--- src/rtl/core/iso8601_duration_parser_defines.svh ---
// Assertion macros for the ISO 8601 duration parser.
// No dependencies; included by the top level of the block.
`ifndef ISO8601_DURATION_PARSER_DEFINES_SVH
`define ISO8601_DURATION_PARSER_DEFINES_SVH

// Same-cycle implication, held off during reset
`define ISO_DUR_ASSERT_NOW(label, clk, rst_n, ante, cons) \
    label: assert property (@(posedge clk) disable iff (!rst_n) (ante) |-> (cons)) \
        else $error("iso8601_duration_parser: same-cycle check failed");

// Next-cycle implication, held off during reset
`define ISO_DUR_ASSERT_NEXT(label, clk, rst_n, ante, cons) \
    label: assert property (@(posedge clk) disable iff (!rst_n) (ante) |=> (cons)) \
        else $error("iso8601_duration_parser: next-cycle check failed");

`endif

--- src/rtl/core/iso_dur_pkg.sv ---
// Package for the ISO 8601 duration parser: widths, character codes,
// status codes, component masks and scale factors. No dependencies.
package iso_dur_pkg;

    localparam int NUMBER_WIDTH_DEF = 32;
    localparam int TOTAL_WIDTH      = 49;
    localparam int SCALE_WIDTH      = 17;
    localparam int STATUS_WIDTH     = 2;
    localparam int SEEN_WIDTH       = 4;

    typedef logic [7:0]              char_t;
    typedef logic [STATUS_WIDTH-1:0] status_t;
    typedef logic [SEEN_WIDTH-1:0]   seen_t;
    typedef logic [SCALE_WIDTH-1:0]  scale_t;

    // Character codes
    localparam char_t CHAR_P    = 8'h50;
    localparam char_t CHAR_D    = 8'h44;
    localparam char_t CHAR_T    = 8'h54;
    localparam char_t CHAR_H    = 8'h48;
    localparam char_t CHAR_M    = 8'h4D;
    localparam char_t CHAR_S    = 8'h53;
    localparam char_t CHAR_DOT  = 8'h2E;
    localparam char_t CHAR_ZERO = 8'h30;
    localparam char_t CHAR_NINE = 8'h39;

    // Result status codes
    localparam status_t STATUS_VALID        = 2'd0;
    localparam status_t STATUS_INVALID      = 2'd1;
    localparam status_t STATUS_NOT_DURATION = 2'd2;

    // Component seen bits and the masks that each designator checks
    localparam seen_t SEEN_DAY  = 4'b1000;
    localparam seen_t SEEN_HOUR = 4'b0100;
    localparam seen_t SEEN_MIN  = 4'b0010;
    localparam seen_t SEEN_SEC  = 4'b0001;
    localparam seen_t SEEN_DHMS = 4'b1111;
    localparam seen_t SEEN_HMS  = 4'b0111;
    localparam seen_t SEEN_MS   = 4'b0011;

    // Seconds per unit
    localparam scale_t SCALE_DAY  = 17'd86400;
    localparam scale_t SCALE_HOUR = 17'd3600;
    localparam scale_t SCALE_MIN  = 17'd60;
    localparam scale_t SCALE_SEC  = 17'd1;
    localparam scale_t SCALE_NONE = 17'd0;

endpackage

--- src/rtl/core/iso8601_duration_parser.sv ---
// Top level of the ISO 8601 duration parser: character parse, scaling and
// total accumulation. Depends on iso_dur_pkg and iso8601_duration_parser_defines.svh.
//
//  channel | signals                            | direction | moves
//  --------+------------------------------------+-----------+--------------------------
//  in      | in_valid in_ready character last_char   | sink      | one word per character
//  out     | out_valid out_ready total_seconds status| source    | one word per string
//
// One character is taken per cycle, back to back, unless a waiting result holds the pipe.
// A string's result leaves the output register after its last character passes
// through the input register, the scale register and the output register.
// Only a result waiting at a full output register holds the pipe; characters
// that end no string flow on through bubbles meanwhile.
// Reset (rst_n low, asynchronous) empties all stages and clears parse state.
`include "iso8601_duration_parser_defines.svh"

module iso8601_duration_parser #(
    parameter int NUMBER_WIDTH = iso_dur_pkg::NUMBER_WIDTH_DEF
) (
    input  logic                                clk,
    input  logic                                rst_n,
    input  logic                                in_valid,
    output logic                                in_ready,
    input  logic [7:0]                          character,
    input  logic                                last_char,
    output logic                                out_valid,
    input  logic                                out_ready,
    output logic [iso_dur_pkg::TOTAL_WIDTH-1:0] total_seconds,
    output iso_dur_pkg::status_t                status
);

    localparam int TOTAL_W = iso_dur_pkg::TOTAL_WIDTH;
    localparam int PROD_W  = NUMBER_WIDTH + iso_dur_pkg::SCALE_WIDTH;

    // Input register
    logic                s1_valid_reg;
    iso_dur_pkg::char_t  s1_char_reg;
    logic                s1_last_reg;

    // Parse state
    logic                    at_first_char_reg, at_first_char_next;
    logic                    is_duration_reg, is_duration_next;
    logic                    in_fraction_reg, in_fraction_next;
    logic                    pending_digits_reg, pending_digits_next;
    logic [NUMBER_WIDTH-1:0] number_accum_reg, number_accum_next;
    iso_dur_pkg::seen_t      seen_reg, seen_next;
    logic                    invalid_seen_reg, invalid_seen_next;

    // Scale register
    logic                 s2_valid_reg;
    logic                 s2_final_reg;
    iso_dur_pkg::status_t s2_status_reg;
    logic [TOTAL_W-1:0]   s2_prod_reg;

    // Running total and output register
    logic                 total_acc_reg;
    logic [TOTAL_W-1:0]   total_sum_reg;
    logic                 out_valid_reg;
    logic [TOTAL_W-1:0]   out_total_reg;
    iso_dur_pkg::status_t out_status_reg;

    // Combinational parse results
    logic                 is_digit;
    logic                 take_des;
    iso_dur_pkg::scale_t  scale;
    iso_dur_pkg::status_t status_c;
    logic [PROD_W-1:0]    prod_full;
    logic [TOTAL_W-1:0]   sum_c;
    logic                 out_free, s2_move, s1_move;

    // Flow control: only a final word can hold the scale stage
    assign out_free = !out_valid_reg || out_ready;
    assign s2_move  = s2_valid_reg && (!s2_final_reg || out_free);
    assign s1_move  = !s2_valid_reg || s2_move;
    assign in_ready = !s1_valid_reg || s1_move;

    assign is_digit = (s1_char_reg >= iso_dur_pkg::CHAR_ZERO)
                   && (s1_char_reg <= iso_dur_pkg::CHAR_NINE);

    // Parse one character and update state
    always_comb
    begin
        at_first_char_next  = at_first_char_reg;
        is_duration_next    = is_duration_reg;
        in_fraction_next    = in_fraction_reg;
        pending_digits_next = pending_digits_reg;
        number_accum_next   = number_accum_reg;
        seen_next           = seen_reg;
        invalid_seen_next   = invalid_seen_reg;
        take_des            = 1'b0;
        scale               = iso_dur_pkg::SCALE_NONE;
        status_c            = iso_dur_pkg::STATUS_VALID;

        if (s1_valid_reg && s1_move)
        begin
            if (at_first_char_reg)
            begin
                at_first_char_next = 1'b0;
                is_duration_next   = (s1_char_reg == iso_dur_pkg::CHAR_P);
            end
            else if (is_duration_reg)
            begin
                if (in_fraction_reg)
                begin
                    take_des = !is_digit;
                end
                else if (is_digit)
                begin
                    number_accum_next = (number_accum_reg << 3) + (number_accum_reg << 1)
                                      + NUMBER_WIDTH'(s1_char_reg[3:0]);
                    pending_digits_next = 1'b1;
                end
                else if (s1_char_reg == iso_dur_pkg::CHAR_DOT)
                begin
                    in_fraction_next = 1'b1;
                end
                else
                begin
                    take_des = 1'b1;
                end

                // Check designator order and pick the scale for its value
                if (take_des)
                begin
                    unique case (s1_char_reg)
                        iso_dur_pkg::CHAR_D:
                        begin
                            if ((seen_reg & iso_dur_pkg::SEEN_DHMS) != '0)
                                invalid_seen_next = 1'b1;
                            else
                            begin
                                seen_next = seen_reg | iso_dur_pkg::SEEN_DAY;
                                scale     = iso_dur_pkg::SCALE_DAY;
                            end
                        end
                        iso_dur_pkg::CHAR_T:
                        begin
                            if ((seen_reg & iso_dur_pkg::SEEN_HMS) != '0)
                                invalid_seen_next = 1'b1;
                        end
                        iso_dur_pkg::CHAR_H:
                        begin
                            if ((seen_reg & iso_dur_pkg::SEEN_HMS) != '0)
                                invalid_seen_next = 1'b1;
                            else
                            begin
                                seen_next = seen_reg | iso_dur_pkg::SEEN_HOUR;
                                scale     = iso_dur_pkg::SCALE_HOUR;
                            end
                        end
                        iso_dur_pkg::CHAR_M:
                        begin
                            if ((seen_reg & iso_dur_pkg::SEEN_MS) != '0)
                                invalid_seen_next = 1'b1;
                            else
                            begin
                                seen_next = seen_reg | iso_dur_pkg::SEEN_MIN;
                                scale     = iso_dur_pkg::SCALE_MIN;
                            end
                        end
                        iso_dur_pkg::CHAR_S:
                        begin
                            if ((seen_reg & iso_dur_pkg::SEEN_SEC) != '0)
                                invalid_seen_next = 1'b1;
                            else
                            begin
                                seen_next = seen_reg | iso_dur_pkg::SEEN_SEC;
                                scale     = iso_dur_pkg::SCALE_SEC;
                            end
                        end
                        default:
                        begin
                            invalid_seen_next = 1'b1;
                        end
                    endcase
                    number_accum_next   = '0;
                    pending_digits_next = 1'b0;
                    in_fraction_next    = 1'b0;
                end
            end

            // Close the string: grade it, then return to reset state
            if (s1_last_reg)
            begin
                if (!is_duration_next)
                    status_c = iso_dur_pkg::STATUS_NOT_DURATION;
                else if (invalid_seen_next || pending_digits_next || in_fraction_next)
                    status_c = iso_dur_pkg::STATUS_INVALID;
                else
                    status_c = iso_dur_pkg::STATUS_VALID;
                at_first_char_next  = 1'b1;
                is_duration_next    = 1'b0;
                in_fraction_next    = 1'b0;
                pending_digits_next = 1'b0;
                number_accum_next   = '0;
                seen_next           = '0;
                invalid_seen_next   = 1'b0;
            end
        end
    end

    // Scale the stored value to seconds; zero scale gives no contribution
    assign prod_full = PROD_W'(number_accum_reg) * PROD_W'(scale);

    // Add the registered product to the running total
    assign sum_c = (total_acc_reg ? total_sum_reg : '0) + s2_prod_reg;

    // Input register
    always_ff @(posedge clk or negedge rst_n)
    begin
        if (!rst_n)
        begin
            s1_valid_reg <= 1'b0;
        end
        else if (in_ready)
        begin
            s1_valid_reg <= in_valid;
        end
    end

    always_ff @(posedge clk)
    begin
        if (in_valid && in_ready)
        begin
            s1_char_reg <= character;
            s1_last_reg <= last_char;
        end
    end

    // Parse state
    always_ff @(posedge clk or negedge rst_n)
    begin
        if (!rst_n)
        begin
            at_first_char_reg  <= 1'b1;
            is_duration_reg    <= 1'b0;
            in_fraction_reg    <= 1'b0;
            pending_digits_reg <= 1'b0;
            number_accum_reg   <= '0;
            seen_reg           <= '0;
            invalid_seen_reg   <= 1'b0;
        end
        else
        begin
            at_first_char_reg  <= at_first_char_next;
            is_duration_reg    <= is_duration_next;
            in_fraction_reg    <= in_fraction_next;
            pending_digits_reg <= pending_digits_next;
            number_accum_reg   <= number_accum_next;
            seen_reg           <= seen_next;
            invalid_seen_reg   <= invalid_seen_next;
        end
    end

    // Scale register
    always_ff @(posedge clk or negedge rst_n)
    begin
        if (!rst_n)
        begin
            s2_valid_reg <= 1'b0;
        end
        else if (s1_move)
        begin
            s2_valid_reg <= s1_valid_reg;
        end
    end

    always_ff @(posedge clk)
    begin
        if (s1_move && s1_valid_reg)
        begin
            s2_final_reg  <= s1_last_reg;
            s2_status_reg <= status_c;
            s2_prod_reg   <= TOTAL_W'(prod_full);
        end
    end

    // Running total: drop it once a string closes
    always_ff @(posedge clk or negedge rst_n)
    begin
        if (!rst_n)
        begin
            total_acc_reg <= 1'b0;
        end
        else if (s2_move)
        begin
            total_acc_reg <= !s2_final_reg;
        end
    end

    always_ff @(posedge clk)
    begin
        if (s2_move)
        begin
            total_sum_reg <= sum_c;
        end
    end

    // Output register
    always_ff @(posedge clk or negedge rst_n)
    begin
        if (!rst_n)
        begin
            out_valid_reg <= 1'b0;
        end
        else if (out_free)
        begin
            out_valid_reg <= s2_valid_reg && s2_final_reg;
        end
    end

    always_ff @(posedge clk)
    begin
        if (out_free && s2_valid_reg && s2_final_reg)
        begin
            out_total_reg  <= sum_c;
            out_status_reg <= s2_status_reg;
        end
    end

    assign out_valid     = out_valid_reg;
    assign total_seconds = out_total_reg;
    assign status        = out_status_reg;

    // Checks
    `ISO_DUR_ASSERT_NOW(a_not_dur_zero, clk, rst_n,
        out_valid && (status == iso_dur_pkg::STATUS_NOT_DURATION), total_seconds == '0)
    `ISO_DUR_ASSERT_NOW(a_accum_has_digits, clk, rst_n,
        number_accum_reg != '0, pending_digits_reg && is_duration_reg)
    `ISO_DUR_ASSERT_NEXT(a_nonfinal_flows, clk, rst_n,
        s2_valid_reg && !s2_final_reg && !s1_valid_reg, !s2_valid_reg)

endmodule
--- config.mk ---
export PLATFORM = sky130hd
export DESIGN_NAME = iso8601_duration_parser
export DESIGN_NICKNAME = d
export VERILOG_FILES = /design/src/rtl/core/iso_dur_pkg.sv /design/src/rtl/core/iso8601_duration_parser.sv
export VERILOG_INCLUDE_DIRS = /design/src /design/src/rtl/core
export SDC_FILE = /design/constraint.sdc
export NUM_CORES = 1
export LEC_CHECK = 0
export ABC_AREA = 1
export ABC_CLOCK_PERIOD_IN_PS = 6700
export BUFFER_PORTS_ARGS = -buffer_cell sky130_fd_sc_hd__buf_4
export CAP_MARGIN = 30
export CORE_MARGIN = 3
export CORE_UTILIZATION = 45
export DETAILED_ROUTE_END_ITERATION = 16
export SLEW_MARGIN = 20
export SYNTH_ARGS = -nofsm -noshare
export SYNTH_HDL_FRONTEND = slang
export SYNTH_SLANG_ARGS = --single-unit
--- constraint.sdc ---
create_clock -name clk -period 6.7 [get_ports clk]
set_input_delay 0.67 -clock clk [delete_from_list [all_inputs] [get_ports clk]]
set_output_delay 0.67 -clock clk [all_outputs]
set_load 0.005 [all_outputs]
### Word-level counts from Yosys, hierarchy flattened

Cells that the tools add are included.

| operators by class | value |
|---|---|
| add/subtract/negate cells | 3 |
| multipliers | 1 |
| order comparisons | 2 |
| eq/ne operators | 16 |
| mux-type cells | 61 |
| reductions and logical operators | 35 |

Operators with widths:

| operator | number |
|---|---|
| two-way mux 32 bit | 6 |
| two-way mux 17 bit | 5 |
| one-hot mux 17 bit (4 select lines) | 1 |
| adder 49 bit | 1 |
| multiplier 32 x 17 -> 49 bit | 1 |
| two-way mux 49 bit | 1 |
| == test 8 x 7 -> 1 bit, second input constant | 6 |
| two-way mux 1 bit | 36 |
| adder 32 bit | 1 |
| adder 32 x 4 -> 32 bit | 1 |
| AND reduction 9 bit | 3 |
| two-way mux 4 bit | 5 |
| != test 2 bit, second input constant | 8 |
| one-hot mux 4 bit (4 select lines) | 1 |
| two-way mux 12 bit | 1 |
| nonzero test 2 bit | 6 |
| nonzero test 4 bit | 3 |
| == test 8 x 6 -> 1 bit, second input constant | 1 |
| greater-or-equal comparator 8 x 6 -> 1 bit, second input constant | 1 |
| <= comparator 8 x 6 -> 1 bit, second input constant | 1 |
| AND reduction 8 bit | 1 |
| logical AND 1 bit | 7 |
| logical OR 1 bit | 6 |
| two-way mux 6 bit | 1 |
| 9 further kinds | 14 |

| word-level totals | value |
|---|---|
| register bits after elaboration | 206 |

### Longest topological paths before layout

Gate-level depths: netlist of the first run.

| logic depth | value |
|---|---|
| depth after elaboration | 15 |
| depth in mapped cells | 36 |

### Worst setup path after synthesis of the first run

No wires, ideal clock.

| timing path | value |
|---|---|
| path kind | input to register |
| from | input port out_ready |
| to | register s2_prod_reg[36] (data pin) |
| setup time | 0.252 ns |
| data arrival time | 6.572 ns |
| required time | 6.448 ns |
| path slack | -0.125 ns |
| cell stages on the path | 30 |
| path buffers | 1 |
| cells stage by stage | nor2_2 nand3_2 nand2_2 inv_2 nand4_1 nor2_1 buf_2 nand2_1 o21ai_0 inv_1 fa_1 fa_1 fa_1 inv_1 fa_1 fa_1 inv_1 fa_1 inv_1 ha_1 nand2_1 inv_1 a21oi_1 inv_1 a21oi_1 nor2_1 nor2_1 nand2_1 nand2_1 nand2_1 |

| on the way | value |
|---|---|
| longest elaborated chain between the ends | 7 |

RTL lines:

| element | RTL line | text |
|---|---|---|
| start: declaration | iso8601_duration_parser.sv:27 | `input logic out_ready,` |
| logical OR 1 bit | iso8601_duration_parser.sv:72 | `assign out_free = !out_valid_reg \|\| out_ready;` |
| logical OR 1 bit | iso8601_duration_parser.sv:73 | `assign s2_move = s2_valid_reg && (!s2_final_reg \|\| out_free);` |
| logical AND 1 bit | iso8601_duration_parser.sv:73 |  |
| logical OR 1 bit | iso8601_duration_parser.sv:74 | `assign s1_move = !s2_valid_reg \|\| s2_move;` |
| logical AND 1 bit | iso8601_duration_parser.sv:94 | `if (s1_valid_reg && s1_move)` |
| two-way mux 17 bit | iso8601_duration_parser.sv:94 |  |
| multiplier 32 x 17 -> 49 bit | iso8601_duration_parser.sv:203 | `assign prod_full = PROD_W'(number_accum_reg) * PROD_W'(scale);` |
| named net prod_full[36] | iso8601_duration_parser.sv:67 | `logic [PROD_W-1:0] prod_full;` |
| end signal: assignment | iso8601_duration_parser.sv:274 | `s2_prod_reg <= TOTAL_W'(prod_full);` |
| end: declaration | iso8601_duration_parser.sv:53 | `logic [TOTAL_W-1:0] s2_prod_reg;` |

The timed path passes the listed nets, and every way through them passes these cells.
A chain may end at the register's enable or synchronous reset.

### Worst setup path after layout of the first run

| timing path | value |
|---|---|
| from | register s1_char_reg[1] |
| to | register s2_prod_reg[48] (data pin) |

| on the way | value |
|---|---|
| longest elaborated chain between the ends | 12 |

RTL lines:

| element | RTL line | text |
|---|---|---|
| start: declaration | iso8601_duration_parser.sv:37 | `iso_dur_pkg::char_t s1_char_reg;` |
| start signal: assignment | iso8601_duration_parser.sv:225 | `s1_char_reg <= character;` |
| greater-or-equal comparator 8 x 6 -> 1 bit (tied with other cells) | iso8601_duration_parser.sv:77 | `assign is_digit = (s1_char_reg >= iso_dur_pkg::CHAR_ZERO)` |
| logical AND 1 bit or two-way mux 1 bit (tied branches) | iso8601_duration_parser.sv:78, iso8601_duration_parser.sv:113 |  |
| two-way mux 1 bit or zero test 1 bit (tied branches) | iso8601_duration_parser.sv:107, iso8601_duration_parser.sv:105 |  |
| two-way mux 1 bit | iso8601_duration_parser.sv:103 | `if (in_fraction_reg)` |
| two-way mux 1 bit | iso8601_duration_parser.sv:101 | `else if (is_duration_reg)` |
| two-way mux 1 bit | iso8601_duration_parser.sv:96 | `if (at_first_char_reg)` |
| two-way mux 1 bit | iso8601_duration_parser.sv:94 |  |
| two-way mux 17 bit (*) | iso8601_duration_parser.sv:123 | `if (take_des)` |
| two-way mux 17 bit (*) | iso8601_duration_parser.sv:101 |  |
| two-way mux 17 bit (*) | iso8601_duration_parser.sv:96 |  |
| two-way mux 17 bit (*) | iso8601_duration_parser.sv:94 |  |
| multiplier 32 x 17 -> 49 bit (*) | iso8601_duration_parser.sv:203 |  |
| named net prod_full[48] | iso8601_duration_parser.sv:67 |  |

The timed path passes the listed nets; every way through them passes the cells marked *. The select of a mux whose other input is x is not followed.

==> flow_metrics.tcl, run 1 <==
set metrics [dict create \
    setup_viol 0 \
    final_nets 4871 \
    regToRegStartpoint "s1_char_reg[1]" \
    rr_endpoint "s2_prod_reg[48]" \
    peakVddDrop_uv 159.4 \
    worstPathRequired_ns 6.99 \
    grt_antenna_before_repair 0 \
    hold_class "input pin to async pin" \
    finalWeightedCongestion 0.9424 \
    syn_inst 3944 \
    cellPowerDensity_nw_per_um2 144.0 \
    vias_per_cell 4.869 \
    async_flop_share_pct 21.84 \
    die_h_microns 261.1 \
    finalHoldViolations 0 \
    clkTransAtPathRegs_ns 0.06 \
    timing.final.crit_period_ns 6.488 \
    num_io_pins 66 \
    critPathMostFrequentCell "sky130_fd_sc_hd__fa_1" \
    timing.clock.skew_ns 0.03422 \
    coreArea_sq_um 63770 \
    ys_flop_type "sky130_fd_sc_hd__edfxtp_1" \
    globalRouteTotalUtil_pct 24.63 \
    drt_first_iter_violations 1695 \
    first_global_vias 24730 \
    grt_pass1_wl_microns 132300 \
    crit_fanout 14 \
    highest_clock_frequency_the_design_can_meet_mhz 154.1 \
    ctsHtreeMaxLevel 1 \
    postPlaceCellArea_sq_um 32150 \
    status "finished clean" \
    route.final.wire_length_microns 82930 \
    cts.path.max_buffers 3 \
    cpMaxStageDelayCell "sky130_fd_sc_hd__fa_1" \
    netlist-cell-type-count 45 \
    yosys_register_bits 206 \
    rsz0062_at_grt "true" \
    cp-end-kind "flip-flop" \
    fin_crit_sh_pct 96.83 \
    wirelength_per_cell_microns 16.29 \
    r2r.worst_path.cells 29 \
    num_antenna_cells 0 \
    cpLargestDelayFamily "adder cells" \
    max_cap_viol_count 0 \
    p_leak_uw 0.01900 \
    worst_hold_slack_ns 0.1229 \
    initial_core_utilization_pct 45.93 \
    dp_hpwl_microns 70820 \
    rows 92 \
    cts-buffers-inserted 24 \
    tightest_pin_transition_ns 0.8077 \
    drt-pass1-iter-count 5 \
    arrival_ns 6.77 \
    grt_max_degree 60 \
    synth_sequential_area_ratio_pct 20.36 \
    setup_total_negative_slack_ns 0 \
    clock_latency_reported_for_the_late_side_of_the_worst_skew_pair_ns 0.56 \
    slew_headroom_pct 46.16 \
    fraction_of_final_layout_cells_with_drive_strength_greater_than_1_pct 13.10 \
    post_layout_total_power_uw 4903 \
    clock-sinks 206 \
    yosys-top-cells-count "1,073 x sky130_fd_sc_hd__nand2_1, 1,037 x sky130_fd_sc_hd__inv_1, 357 x sky130_fd_sc_hd__nor2_1, 326 x sky130_fd_sc_hd__ha_1, 306 x sky130_fd_sc_hd__fa_1" \
    synth.avg_cell_area_sq_um 7.426 \
    synth.cell_area_sq_um 29290 \
    timing_max_transition_violations_final 0 \
    placed_cells_incl_taps 5026 \
    synth_top_area_share_pct 20.92 \
    io_buffers 65 \
    floorplan.die.width_microns 261.1 \
    postLayoutCellArea_sq_um 34040 \
    worst_path_largest_cell_delay_ns 0.56 \
    post_synth_main_area_contributors "sky130_fd_sc_hd__fa_1 21%, sky130_fd_sc_hd__edfxtp_1 17%, sky130_fd_sc_hd__ha_1 14%" \
    cts-root-buf "sky130_fd_sc_hd__clkbuf_16" \
    synthToLayoutAreaGrowth_pct 16.24 \
    yosys_warnings 0 \
    vias 24780 \
    path_class "flip-flop to flip-flop" \
    post-synth-top-area-cell "sky130_fd_sc_hd__fa_1" \
    critical_path.n_buffers_inverters 8 \
    globalRoute.totalOverflow 0 \
    synth_edf_count 161 \
    holdBufCountCts 0 \
    timing.critical_path.from_type "flip-flop" \
    post-route-drc-count 0 \
    synth_most_common_cell "sky130_fd_sc_hd__nand2_1" \
    final-instance-count-excl-fill 5090 \
    die_area_sq_um 68180 \
    drt.antenna.violating_nets 0 \
    cts_tree "built" \
    regToRegSetupSlack_ns 0.21 \
]
## cells in the final DEF, fill, tap and decap left out, types with 7 or more instances in the layout
cell type	synthesis	routed
sky130_fd_sc_hd__a21oi_1	125	106
sky130_fd_sc_hd__a21oi_2	0	19
sky130_fd_sc_hd__buf_4	2	261
sky130_fd_sc_hd__clkbuf_16	0	26
sky130_fd_sc_hd__clkinv_1	1	8
sky130_fd_sc_hd__conb_1	1	18
sky130_fd_sc_hd__dfrtp_1	44	44
sky130_fd_sc_hd__edfxtp_1	161	161
sky130_fd_sc_hd__fa_1	306	288
sky130_fd_sc_hd__fa_2	0	18
sky130_fd_sc_hd__ha_1	326	301
sky130_fd_sc_hd__ha_4	0	20
sky130_fd_sc_hd__inv_1	1037	1029
sky130_fd_sc_hd__inv_2	6	13
sky130_fd_sc_hd__nand2_1	1073	1031
sky130_fd_sc_hd__nand2_2	7	39
sky130_fd_sc_hd__nand2_4	10	20
sky130_fd_sc_hd__nand3_1	141	133
sky130_fd_sc_hd__nand3_2	2	7
sky130_fd_sc_hd__nand4_1	37	37
sky130_fd_sc_hd__nor2_1	357	301
sky130_fd_sc_hd__nor2_2	15	51
sky130_fd_sc_hd__nor2_4	4	24
sky130_fd_sc_hd__nor3_1	19	14
sky130_fd_sc_hd__nor3_2	14	18
sky130_fd_sc_hd__o21ai_0	85	83
sky130_fd_sc_hd__o21ai_1	7	8
sky130_fd_sc_hd__o21bai_1	18	17
sky130_fd_sc_hd__o22ai_1	11	11
sky130_fd_sc_hd__or2_1	14	14
sky130_fd_sc_hd__xnor2_1	24	24
sky130_fd_sc_hd__xor2_1	43	43
## per-stage QoR
stage,setup WS (ns),util [%]
global placement,-0.2393,50.41
CTS,-0.006588,51.75
finish,0.2122,53.38
floorplan,0.1327,-
global route,-0.05111,53.38
detailed placement,-0.3292,50.41
## layout make-up
cell class              count  area (sq um)
clock inverters            19         202.7
flip-flops and latches    206          5962
multi-input cells        2680         20150
clock buffers              25         625.6
repair buffers            270          2122
fillers                  6336         29730
well taps                 846          1059
inverters                1044          3921
## worst reg2reg max path: cells and delay by family, from the launching register on
kind / cells / cell delay [ns]
buffers and inverters: 8 / 0.81
flip-flops: 1 / 0.48
AND/OR/NAND/NOR: 13 / 1.51
AO/OA/AOI/OAI: 1 / 0.10
adder cells (fa/ha/maj): 7 / 3.35
## timing repair
action                                 in CTS  in global routing
setup endpoints to repair                  11                 36
cloned                                      0                  1
endpoints found under the hold margin       0                  0
pin swaps                                   1                 73
resized for setup                           8                220
buffers inserted                            0                 19
## where the power goes
part           leakage, uW  internal [uW]  switching [uW]
logic               0.0164            558            1140
clock network     0.000388            830             570
registers          0.00218           1740            72.0
total               0.0190           3120            1780
## logic make-up after synthesis
logic type      share of synthesized area [%]
flops                                   20.36
fa+ha+maj                               34.84
compound gates                          4.580
xor+xnor                                2.004
simple gates                            24.13
buf+inv                                 14.08
other cells                           0.01280
## routing by layer
metal | up-vias | GRT usage [%] | wire (microns)
met5 | - | 0 | 0
met2 | 561 | 41.89 | 38460
met1 | 11630 | 34.19 | 38750
met4 | 0 | 6.375 | 2422
met3 | 138 | 1.808 | 3293
li1 | 12450 | - | -
## how the worst max path moves through the flow
| stage | cells past startpoint | startpoint | slack (ns) | end |
|---|---|---|---|---|
| detailed placement | 30 | out_ready | -0.33 | s2_prod_reg[43] |
| global placement | 30 | out_ready | -0.24 | s2_prod_reg[43] |
| floorplan | 30 | out_ready | 0.13 | s2_prod_reg[36] |
| CTS | 33 | s1_char_reg[1] | -0.007 | s2_prod_reg[47] |
| finish | 29 | s1_char_reg[1] | 0.21 | s2_prod_reg[48] |
| global route | 29 | s1_char_reg[1] | -0.05 | s2_prod_reg[48] |
(Power assumes the default switching activity.)
==> run 2, diff against run 1 <==
--- a/config.mk
+++ b/config.mk
@@ -13,6 +13,7 @@
 export CORE_MARGIN = 3
 export CORE_UTILIZATION = 45
 export DETAILED_ROUTE_END_ITERATION = 16
+export RECOVER_POWER = 25
 export SLEW_MARGIN = 20
 export SYNTH_ARGS = -nofsm -noshare
 export SYNTH_HDL_FRONTEND = slang
==> flow_metrics.tcl, run 2 (synthesized netlist as in run 1, its figures left out) <==
set metrics [dict create \
    status "finished with violations" \
    violated_checks "max-capacitance violations, max-slew violations" \
    crit_fanout 14 \
    timing.clock.skew_ns 0.03369 \
    clkTransAtPathRegs_ns 0.06 \
    worst_path_largest_cell_delay_ns 0.56 \
    coreArea_sq_um 63770 \
    post-route-drc-count 0 \
    clock_latency_reported_for_the_late_side_of_the_worst_skew_pair_ns 0.56 \
    worst_hold_slack_ns 0.3069 \
    final_common_cell "sky130_fd_sc_hd__nand2_1" \
    drt_first_iter_violations 1714 \
    synthToLayoutAreaGrowth_pct 16.19 \
    initial_core_utilization_pct 45.93 \
    vias_per_cell 4.878 \
    num_io_pins 66 \
    critPathMostFrequentCell "sky130_fd_sc_hd__fa_1" \
    dp_hpwl_microns 70820 \
    rows 92 \
    fin_crit_sh_pct 96.73 \
    ctsHtreeMaxLevel 1 \
    vias 24830 \
    timing.final.crit_period_ns 6.481 \
    highest_clock_frequency_the_design_can_meet_mhz 154.3 \
    critical_path.n_buffers_inverters 8 \
    drt-pass1-iter-count 5 \
    cpLargestDelayFamily "adder cells" \
    multi_input_area_sq_um 20150 \
    fillerInstances 6340 \
    path_class "flip-flop to flip-flop" \
    cellPowerDensity_nw_per_um2 143.9 \
    num_antenna_cells 0 \
    cts-buffers-inserted 24 \
    setup_viol 0 \
    finalWeightedCongestion 0.9424 \
    slew_headroom_pct -88.12 \
    cp-end-kind "flip-flop" \
    route.final.wire_length_microns 82910 \
    finalHoldViolations 0 \
    register_area_sq_um 5962 \
    tightest_pin_transition_ns 2.822 \
    peakVddDrop_uv 159.1 \
    grt_max_degree 60 \
    drt.antenna.violating_nets 0 \
    die_area_sq_um 68180 \
    arrival_ns 6.77 \
    timing.critical_path.from_type "flip-flop" \
    floorplan.die.width_microns 261.1 \
    fraction_of_final_layout_cells_with_drive_strength_greater_than_1_pct 13.01 \
    cts.path.max_buffers 3 \
    layout.core_utilization_pct 53.36 \
    hold_class "input pin to flip-flop" \
    clock-sinks 206 \
    cts_tree "built" \
    io_buffers 65 \
    commonest_cells_after_routing_fill_and_taps_aside "1,031 x sky130_fd_sc_hd__nand2_1, 1,029 x sky130_fd_sc_hd__inv_1, 302 x sky130_fd_sc_hd__nor2_1" \
    globalRoute.totalOverflow 0 \
    cpMaxStageDelayCell "sky130_fd_sc_hd__fa_1" \
    final_nets 4871 \
    wirelength_per_cell_microns 16.29 \
    worstPathRequired_ns 6.99 \
    globalRouteTotalUtil_pct 24.63 \
    max_cap_viol_count 2 \
    grt_pass1_wl_microns 132300 \
    rsz0062_at_grt "true" \
    grt_antenna_before_repair 0 \
    first_global_vias 24730 \
    die_h_microns 261.1 \
    timing_max_transition_violations_final 99 \
    p_leak_uw 0.01898 \
    cts-root-buf "sky130_fd_sc_hd__clkbuf_16" \
]
## run 2: worst reg2reg max path: cells and delay by family (launching register included)
family	cells	cell delay, ns
buffers and inverters	8	0.81
DFF	1	0.48
and+or+nand+nor	13	1.50
adders and majority gates	7	3.34
AOI/OAI and AO/OA	1	0.10
## run 2: timing repair
action	4_1_cts	5_1_grt
buffers inserted	0	19
hold buffers	0	0
setup endpoints to repair	11	36
pin swaps	1	73
cloned	0	1
gates resized for setup	8	220
## run 2: final cells by class
type	count	share of cell area (%)
timing repair buffer	270	6.203
tap	846	3.111
clock buffer	25	1.838
clock inverter	19	0.5956
multi-input combinational	2680	59.21
sequential	206	17.52
inverter	1044	11.52
## run 2: metrics by stage
stage	TNS, ns	instance area, sq um	power [uW]	setup slack (ns)	std cells
global route	-0.4052	34030	5194	-0.05111	5090
floorplan	0	29350	2910	0.1327	3961
CTS	-0.01041	33000	4899	-0.006588	5070
global placement	-2.868	32150	3464	-0.2393	5026
detailed placement	-4.318	32150	3484	-0.3292	5026
finish	0	34030	4896	0.2193	5090
## run 2: metal layers
layer  global-route usage, %  wire length, microns  vias to the layer above  share of wire, %
met1                   34.19                 38400                    11640                46
met2                   41.89                 38500                      606                46
met3                   1.808                  3594                      138               4.3
li1                        -                     -                    12450                 -
met4                   6.375                  2408                        0               2.9
met5                       0                     0                        -                 0
## run 2: final timing paths
kind	cells after the start	slack, ns	end	startpoint
max reg2reg	29	0.22	s2_prod_reg[48]	s1_char_reg[1]
min	1	0.31	s1_char_reg[7]	character[7]
max in group asynchronous	1	4.13	invalid_seen_reg	rst_n
max	29	0.22	s2_prod_reg[48]	s1_char_reg[1]
min reg2reg	0	0.42	status[0]	s2_status_reg[0]
min in group asynchronous	1	0.97	number_accum_reg[27]	rst_n
## run 2: power by group
part	total, uW	switching (uW)	internal (uW)
combinational	1690	1130	554
sequential	1810	71.8	1740
clock	1400	568	830
==> run 3, diff against run 2 <==
--- a/config.mk
+++ b/config.mk
@@ -11,7 +11,7 @@
 export BUFFER_PORTS_ARGS = -buffer_cell sky130_fd_sc_hd__buf_4
 export CAP_MARGIN = 30
 export CORE_MARGIN = 3
-export CORE_UTILIZATION = 45
+export CORE_UTILIZATION = 29
 export DETAILED_ROUTE_END_ITERATION = 16
 export RECOVER_POWER = 25
 export SLEW_MARGIN = 20
==> flow_metrics.tcl, run 3 (synthesized netlist as in run 1, its figures left out) <==
set metrics [dict create \
    ctsHtreeMaxLevel 1 \
    postLayoutCellArea_sq_um 34110 \
    postPlaceCellArea_sq_um 32540 \
    register_area_sq_um 5962 \
    final_nets 4841 \
    final_common_cell "sky130_fd_sc_hd__nand2_1" \
    tightest_pin_transition_ns 3.368 \
    coreArea_sq_um 99280 \
    timing.critical_path.from_type "flip-flop" \
    setup_viol 0 \
    num_antenna_cells 0 \
    synthToLayoutAreaGrowth_pct 16.46 \
    holdBufCountCts 0 \
    post_layout_total_power_uw 4820 \
    slew_headroom_pct -124.5 \
    timing.clock.skew_ns 0.02041 \
    drt_first_iter_violations 1480 \
    dp_hpwl_microns 72350 \
    clock_latency_reported_for_the_late_side_of_the_worst_skew_pair_ns 0.57 \
    worstPathRequired_ns 7.01 \
    die_area_sq_um 104800 \
    timing_max_transition_violations_final 210 \
    commonest_cells_after_routing_fill_and_taps_aside "1,042 x sky130_fd_sc_hd__nand2_1, 1,033 x sky130_fd_sc_hd__inv_1, 311 x sky130_fd_sc_hd__nor2_1" \
    cp-end-kind "flip-flop" \
    floorplan.die.width_microns 323.8 \
    finalWeightedCongestion 0.9253 \
    finalHoldViolations 0 \
    drt-pass1-iter-count 7 \
    globalRouteTotalUtil_pct 16.10 \
    crit_fanout 13 \
    cts_tree "built" \
    clock-sinks 206 \
    path_class "flip-flop to flip-flop" \
    drt.antenna.violating_nets 0 \
    post-route-drc-count 0 \
    layout.core_utilization_pct 34.35 \
    fin_crit_sh_pct 96.95 \
    first_global_vias 25100 \
    p_leak_uw 0.01873 \
    num_io_pins 66 \
    max_cap_viol_count 4 \
    vias 24490 \
    multi_input_area_sq_um 19980 \
    setup_ws_ns 0.2047 \
    globalRoute.totalOverflow 0 \
    arrival_ns 6.81 \
    timing.final.crit_period_ns 6.495 \
    fillerInstances 10540 \
    cts-buffers-inserted 26 \
    wirelength_per_cell_microns 15.34 \
    route.final.wire_length_microns 84390 \
    highest_clock_frequency_the_design_can_meet_mhz 154.0 \
    status "finished with violations" \
    die_h_microns 323.8 \
    rsz0062_at_grt "true" \
    peakVddDrop_uv 170.9 \
    grt_pass1_wl_microns 133600 \
    initial_core_utilization_pct 29.50 \
    clkTransAtPathRegs_ns 0.06 \
    violated_checks "max-capacitance violations, max-slew violations" \
    cts-root-buf "sky130_fd_sc_hd__clkbuf_16" \
    hold_class "input pin to flip-flop" \
    preCtsSetupSlack_ns -0.3090 \
    vias_per_cell 4.450 \
    io_buffers 65 \
    fraction_of_final_layout_cells_with_drive_strength_greater_than_1_pct 10.93 \
    cts.path.max_buffers 3 \
    grt_antenna_before_repair 3 \
    rows 115 \
    grt_max_degree 60 \
    cellPowerDensity_nw_per_um2 141.3 \
]
-- run 3: repair_timing --
item,4_1_cts,5_1_grt
cloned,0,3
pin swaps,0,39
endpoints found under the setup margin,2,37
gates resized for setup,2,165
setup buffers,0,9
-- run 3: layout make-up --
cell class,count,share of cell area (%)
Clock buffer,31,1.992
Clock inverter,17,0.3155
Inverter,1044,11.50
Multi-Input combinational cell,2680,58.59
Sequential cell,206,17.48
Tap cell,1287,4.721
Timing Repair Buffer,238,5.404
-- run 3: critical path: stages (launching register included) --
cell and delay (ns):
sky130_fd_sc_hd__edfxtp_1 0.47, sky130_fd_sc_hd__nand2_2 0.17, sky130_fd_sc_hd__inv_1 0.06, sky130_fd_sc_hd__nand4_1 0.15, sky130_fd_sc_hd__nand3_2 0.15, sky130_fd_sc_hd__nor2_4 0.22, sky130_fd_sc_hd__inv_2 0.06, sky130_fd_sc_hd__buf_12 0.15
sky130_fd_sc_hd__buf_4 0.16, sky130_fd_sc_hd__o21ai_1 0.12, sky130_fd_sc_hd__inv_1 0.07, sky130_fd_sc_hd__fa_1 0.50, sky130_fd_sc_hd__fa_2 0.60, sky130_fd_sc_hd__fa_2 0.43, sky130_fd_sc_hd__inv_1 0.10, sky130_fd_sc_hd__fa_2 0.43
sky130_fd_sc_hd__fa_1 0.48, sky130_fd_sc_hd__inv_1 0.05, sky130_fd_sc_hd__fa_1 0.47, sky130_fd_sc_hd__inv_1 0.06, sky130_fd_sc_hd__ha_4 0.29, sky130_fd_sc_hd__nand2_2 0.10, sky130_fd_sc_hd__nor2_4 0.15, sky130_fd_sc_hd__nand2_2 0.11
sky130_fd_sc_hd__nor3_4 0.22, sky130_fd_sc_hd__nand4_1 0.23, sky130_fd_sc_hd__nand4_1 0.14, sky130_fd_sc_hd__nand2_1 0.09
-- run 3: metrics by stage --
step	TNS, ns	hold WS (ns)	std cells
floorplan	0	0.3744	3961
global placement	-1.018	0.4017	5443
detailed placement	-1.688	0.4065	5443
CTS	0	0.1286	5491
global route	-0.3063	0.2798	5503
finish	0	0.3091	5503
-- run 3: routing by layer --
metal | vias up | global-route usage (%) | part of all wire (%)
met5 | - | 0 | 0.053
met4 | 6 | 5.142 | 3.5
li1 | 12390 | - | -
met3 | 151 | 2.159 | 4.9
met2 | 532 | 26.95 | 46
met1 | 11410 | 21.54 | 46
-- run 3: power breakdown --
group,internal (uW),switching [uW],total (uW)
Combinational,536,1150,1680
Clock,727,595,1320
Sequential,1740,72.3,1810
-- run 3: final timing paths --
kind                             startpoint              endpoint  slack (ns)  cells past startpoint
min in group asynchronous             rst_n  number_accum_reg[29]        0.98                      1
min reg2reg                s2_status_reg[1]             status[1]        0.42                      0
max                          s1_char_reg[3]       s2_prod_reg[43]        0.20                     27
max reg2reg                  s1_char_reg[3]       s2_prod_reg[43]        0.20                     27
min                            character[7]        s1_char_reg[7]        0.31                      1
max in group asynchronous             rst_n           seen_reg[0]        4.09                      1
